==> src/rtl/hpb_pkg.sv <==
`default_nettype none

package hpb_pkg;

    // histogram geometry
    localparam int LEVELS           = 256;
    localparam int LEVEL_W          = $clog2(LEVELS);
    localparam int MAX_FRAME_PIXELS = 4194304;
    localparam int COUNT_W          = 23;
    // running sum over all bins cannot pass LEVELS * MAX_FRAME_PIXELS
    localparam int RUN_W            = COUNT_W + LEVEL_W;

    // pixel and register widths
    localparam int PIXEL_W          = 8;
    localparam int DIV_W            = 8;
    localparam int PROD_W           = RUN_W + DIV_W;
    localparam logic [DIV_W-1:0]   DIV_RESET  = DIV_W'(15);
    localparam logic [PIXEL_W-1:0] PIXEL_HIGH = PIXEL_W'(255);
    localparam logic [PIXEL_W-1:0] PIXEL_LOW  = PIXEL_W'(0);

    // input op codes
    localparam logic OP_COUNT    = 1'b0;
    localparam logic OP_BINARIZE = 1'b1;

    // output kind codes
    localparam logic KIND_LEVEL = 1'b0;
    localparam logic KIND_PIXEL = 1'b1;

    typedef enum logic [2:0] {
        ST_CLEAR,
        ST_RUN,
        ST_DRAIN,
        ST_SEARCH,
        ST_FLUSH,
        ST_EMIT
    } state_t;

    // controller to datapath
    typedef struct packed {
        logic count_word;   // count word accepted
        logic bin_word;     // binarize word accepted
        logic sweep;        // step the bin sweep, zeroing one bin
        logic search;       // sweep also feeds the level search
        logic emit;         // latch level, load it to the output, start a new frame
    } cmd_t;

    // datapath to controller
    typedef struct packed {
        logic out_free;     // output register can take a word this cycle
        logic sweep_last;   // sweep sits on the last bin
        logic search_busy;  // search pipeline still holds data
    } stat_t;

endpackage

`default_nettype wire

==> src/rtl/hpb_ctrl.sv <==
`default_nettype none

module hpb_ctrl (
    input  wire logic           clk,
    input  wire logic           rst_n,
    input  wire logic           in_valid,
    input  wire logic           in_op,
    input  wire logic           in_last,
    output logic                in_ready,
    input  wire hpb_pkg::stat_t stat,
    output hpb_pkg::cmd_t       cmd
);

    import hpb_pkg::*;

    state_t state_reg;
    state_t state_next;
    logic   accept;

    always_ff @(posedge clk or negedge rst_n)
    begin
        if (!rst_n)
        begin
            state_reg <= ST_CLEAR;
        end
        else
        begin
            state_reg <= state_next;
        end
    end

    always_comb
    begin
        state_next = state_reg;
        in_ready   = 1'b0;
        accept     = 1'b0;
        cmd        = '0;
        unique case (state_reg)
            ST_CLEAR:
            begin
                cmd.sweep = 1'b1;
                if (stat.sweep_last)
                begin
                    state_next = ST_RUN;
                end
            end
            ST_RUN:
            begin
                in_ready = stat.out_free;
                accept   = in_valid && stat.out_free;
                if (accept)
                begin
                    if (in_op == OP_BINARIZE)
                    begin
                        cmd.bin_word = 1'b1;
                    end
                    else
                    begin
                        cmd.count_word = 1'b1;
                        if (in_last)
                        begin
                            state_next = ST_DRAIN;
                        end
                    end
                end
            end
            ST_DRAIN:
            begin
                // last count word finishes its bin write
                state_next = ST_SEARCH;
            end
            ST_SEARCH:
            begin
                cmd.sweep  = 1'b1;
                cmd.search = 1'b1;
                if (stat.sweep_last)
                begin
                    state_next = ST_FLUSH;
                end
            end
            ST_FLUSH:
            begin
                if (!stat.search_busy)
                begin
                    state_next = ST_EMIT;
                end
            end
            ST_EMIT:
            begin
                if (stat.out_free)
                begin
                    cmd.emit   = 1'b1;
                    state_next = ST_RUN;
                end
            end
            default:
            begin
                state_next = ST_CLEAR;
            end
        endcase
    end

    a_ready_only_in_run: assert property (@(posedge clk) disable iff (!rst_n)
        in_ready |-> state_reg == ST_RUN)
        else $error("input ready outside run state");

    a_last_starts_search: assert property (@(posedge clk) disable iff (!rst_n)
        (accept && in_op == OP_COUNT && in_last) |=> state_reg == ST_DRAIN ##1
            state_reg == ST_SEARCH)
        else $error("frame end did not start the search");

    a_emit_returns: assert property (@(posedge clk) disable iff (!rst_n)
        cmd.emit |=> state_reg == ST_RUN)
        else $error("emit did not return to run");

endmodule

`default_nettype wire

==> config.mk <==
export PLATFORM = sky130hd
export DESIGN_NAME = hpb_ctrl
export DESIGN_NICKNAME = d
export VERILOG_FILES = /design/src/rtl/hpb_pkg.sv /design/src/rtl/hpb_ctrl.sv
export SDC_FILE = /design/constraint.sdc
export NUM_CORES = 1
export LEC_CHECK = 0
export ABC_AREA = 1
export CAP_MARGIN = 20
export CORE_AREA = 2 2 39 41
export DETAILED_ROUTE_END_ITERATION = 10
export DIE_AREA = 0 0 41 43
export DONT_BUFFER_PORTS = 1
export PLACE_DENSITY_LB_ADDON = 0.2
export SYNTH_ARGS = -nofsm -noshare
export SYNTH_HDL_FRONTEND = slang
export SYNTH_SLANG_ARGS = --single-unit
export TNS_END_PERCENT = 30
==> constraint.sdc <==
create_clock -name clk -period 1.35 [get_ports clk]
set_input_delay 0.0675 -clock clk [delete_from_list [all_inputs] [get_ports clk]]
set_output_delay 0.0675 -clock clk [all_outputs]
set_load 0.1 [all_outputs]
## Yosys cells after proc, flatten, opt, wreduce, memory -nomap -nowiden

Index checks and enable logic that the tools add are counted.

| word-level totals | value |
|---|---|
| flip-flop bits (word level) | 3 |
| bits of input ports | 8 |
| output and inout bits | 6 |
| word-level logic and storage cells | 34 |

| operators by class | value |
|---|---|
| eq/ne operators | 12 |
| mux-type cells | 17 |
| reductions and logical operators | 4 |

Operators with widths:

| cell | number |
|---|---|
| $mux 3 | 7 |
| $pmux 3 s6 | 1 |
| $ne 2x2->1 const B | 7 |
| $mux 1 | 7 |
| $reduce_and 7->1 | 1 |
| $eq 3x2->1 const B | 2 |
| $eq 3x3->1 const B | 2 |
| $mux 2 | 2 |
| $eq 3x1->1 const B | 1 |
| $logic_not 3->1 | 1 |
| $reduce_or 2->1 | 1 |
| $logic_and 1x1->1 | 1 |

## Longest topological paths before layout

| logic depth | value |
|---|---|
| word-level depth | 4 |
| depth in mapped cells | 8 |
| depth with buffers taken out | 8 |

## Worst setup path before layout

Ideal clock, no wire load.

| timing | value |
|---|---|
| path type | reg2out |
| start | register state_reg[2] |
| end | output cmd[3] (netlist bit) |
| arrival | 2.668 ns |
| data required time | 1.283 ns |
| setup slack | -1.385 ns |
| cell stages (with the launch flop) | 4 |
| cells stage by stage | dfrtp_1 > inv_2 > nand3_2 > nor3_1 |

RTL lines:

| item | line | RTL |
|---|---|---|
| start: declaration | hpb_ctrl.sv:16 | `state_t state_reg;` |
| start signal: assignment | hpb_ctrl.sv:28 | `state_reg <= state_next;` |
| end: declaration | hpb_ctrl.sv:11 | `output hpb_pkg::cmd_t cmd` |

==> flow_summary.yaml <==
logic_synthesis:
  synthFlopType: "dfrtp_1"
  yosys_warnings: 0
  synth_edf_count: 0
  syn_avg_cell_area_um2: 6.174
  yosys-top-cells-area: "dfrtp_1 (26%), nand2_1 (16%), inv_1 (9.3%), nand3_1 (8.8%), nand2_2 (6.6%)"
  synth_area_um2: 284.0
  ys_seq_area_frac: 0.2643
  ys_async_sr_fraction: 1.000
  postSynthCellCount: 46
  synth_top_area_frac: 0.2643
  synth_seq_cells: 3
  synth_top_cell_by_area: "dfrtp_1"
  synth_most_common_cell: "nand2_1"
  ys_top_cells_by_count: "nand2_1 (12), inv_1 (7), nand3_1 (5), nor2_1 (4)"
  yosysUniqueCellTypes: 14
  syn_nets: 54
timing:
  fmax_mhz: 731.1
  worst_slew_pin_slew_ns: 0.2211
  period_share: 1.013
  period_minus_slack_ns: 1.368
  finalHoldViolations: 0
  grt_setup_unrepaired: "true"
  relSlewSlack: 0.8522
  holdWs_ns: 0.04386
  finalMaxSlewViolations: 0
  setup_viol: 2
  fin_ws_ns: -0.01784
  fin_skew_ns: 0.004019
pwr:
  p_sw_frac: 0.6034
  power_uw: 1328
  combinationalPowerShare: 0.724
  switchingPower_uw: 801.6
  power_frac_seq: 0.152
  powerDensity_nw_per_um2: 2546
  clkPwrFrac: 0.125
  peakVddDrop_uv: 900.5
  power.leakage_uw: 0.0002381
  internal-power_uw: 526.8
global_routing:
  grt_use_total: 0.1055
  grt_antenna_before_repair: 0
  first_global_vias: 300
  grt-ovfl-total: 0
  grt_max_degree: 8
  grt_pass1_wl_um: 1228
floorplan:
  io-pin-count: 14
  core_area_um2: 1384
  fp.dieArea_um2: 1763
  initial_core_util: 0.2052
  die_h_um: 43
  num_rows: 14
  die_x_um: 41
detailed_routing:
  wl_per_cell_um: 9.824
  vias_per_cell: 4.135
  dr.pass1.iters: 3
  drtIter0Drc: 3
  postRouteAntennaNets: 0
  remaining_drc_errors: 0
  routed-via-count: 306
  drt_wl_total_um: 727
critical_path:
  r2r_slack_ns: 0.12
  r2r_end: "state_reg[0]$_DFFE_PN0P_"
  worst_ep_required_time_ns: 1.28
  start_kind: "flop"
  cp-end-kind: "output port"
  cp_max_fo: 7
  cp_cell_sequence: "inv_2, nand3_4, nor3_4, buf_12"
  crit_slowest_cell: "dfrtp_2"
  path_class: "reg -> out"
  r2r_cells: 8
  r2r_start: "state_reg[0]$_DFFE_PN0P_"
  critPathMaxStageDelay_ns: 0.45
  arrival_ns: 1.30
status:
  status: "complete, but fails checks"
  violations: "setup timing"
placed_design:
  dp_slack_ns: 0.01743
  io_buffers: 0
  place_congestion: 0.6744
  post-dp-hpwl_um: 588.8
  dpl.cell_count: 69
  postPlaceCellArea_um2: 469.2
clock_tree:
  clockRootBuffer: "clkbuf_4"
  post-cts-setup-buffers: 0
  clock_path_buffers: 2
  clk_latency_ns: 0.24
  path_clk_slew_ns: 0.04
  cts_tree: "yes"
  htreeDepth: 1
  clock-sinks: 3
  numCtsBuffers: 3
cells_and_area:
  multi_input_area_um2: 251.5
  nets: 67
  fin_area_um2: 521.8
  area_growth_pct: 83.70
  largest_register_ffs: 3
  antennaDiodeCount: 0
  regArea_um2: 77.57
  layout.cells.non_filler: 74
  drive_gt1_frac: 0.5000
  fillers: 145
hold_path:
  worstHoldStart: "stat[1]"
  hold_depth: 3
  hp-class: "in -> reg"
  min_to: "state_reg[1]$_DFFE_PN0P_"
job:
  max_cap_violations: 0
final cells by class:
type,instances,area share
sequential,3,0.1487
inverter,8,0.05755
tap,16,0.03837
timing repair buffer,8,0.2230
clock buffer,4,0.05036
multi-input combinational,35,0.4820
critical path, delay by kind of cell (launching register included):
kind / cells / cell delay [ns]
and+or+nand+nor: 2 / 0.31
buffers and inverters: 2 / 0.30
DFF: 1 / 0.45
metal layers:
layer  global-route usage  vias up  part of all wire
li1                     -      169                 -
met1               0.1226      127              0.44
met2               0.1531       10              0.48
met3              0.04712        0             0.074
met4              0.06000        0                 0
met5                    0        -                 0
cell usage in the layout, fill, tap and decap left out:
master / Yosys / routed
nand2_2: 3 / 3
nor2_4: 1 / 3
o21ai_0: 2 / 2
inv_1: 7 / 5
dfrtp_2: 0 / 2
dlygate4sd3_1: 0 / 1
clkbuf_1: 0 / 1
nor2_2: 2 / 2
nand2_1: 12 / 11
nor2_1: 4 / 2
dfrtp_1: 3 / 1
nand2_8: 0 / 1
buf_12: 0 / 4
clkbuf_4: 0 / 3
nor3_4: 0 / 3
buf_4: 0 / 2
inv_2: 1 / 3
nor3b_1: 1 / 1
buf_6: 0 / 1
a21oi_2: 1 / 1
nand3_1: 5 / 5
nand3_4: 0 / 1
how the worst max path moves through the flow:
stage,from,end
6_report,state_reg[2]$_DFFE_PN0P_,cmd[4]
5_1_grt,state_reg[2]$_DFFE_PN0P_,cmd[4]
4_1_cts,state_reg[2]$_DFFE_PN0P_,cmd[4]
3_5_place_dp,state_reg[2]$_DFFE_PN0P_,state_reg[1]$_DFFE_PN0P_
3_3_place_gp,state_reg[2]$_DFFE_PN0P_,state_reg[1]$_DFFE_PN0P_
2_1_floorplan,state_reg[2]$_DFFE_PN0P_,cmd[3]
what timing repair did:
action	CTS	global route
cloned	0	0
resized for setup	6	0
hold endpoints to repair	3	0
endpoints found under the setup margin	5	4
hold buffers	1	0
per-stage QoR:
stage	TNS [ns]	util
finish	-0.03030	0.3770
CTS	-0.05113	0.3770
detailed placement	0	0.3391
global route	-0.2124	0.3770
global placement	0	0.3391
floorplan	-1.192	-
power groups by stage:
stage | sequential, µW | clock, µW | combinational [µW]
after floorplan | 178 | 0 | 761
after global placement | 188 | 0 | 935
after detailed placement | 181 | 0 | 937
after CTS | 199 | 170 | 970
after global routing | 209 | 182 | 1020
final | 202 | 165 | 961
logic make-up after synthesis:
logic type / after synthesis / synth area share
compound gates: 3 / 0.06609
buf+inv: 8 / 0.1057
simple gates: 32 / 0.5638
flops: 3 / 0.2643
No activity file was read; power rests on OpenSTA's default activity.
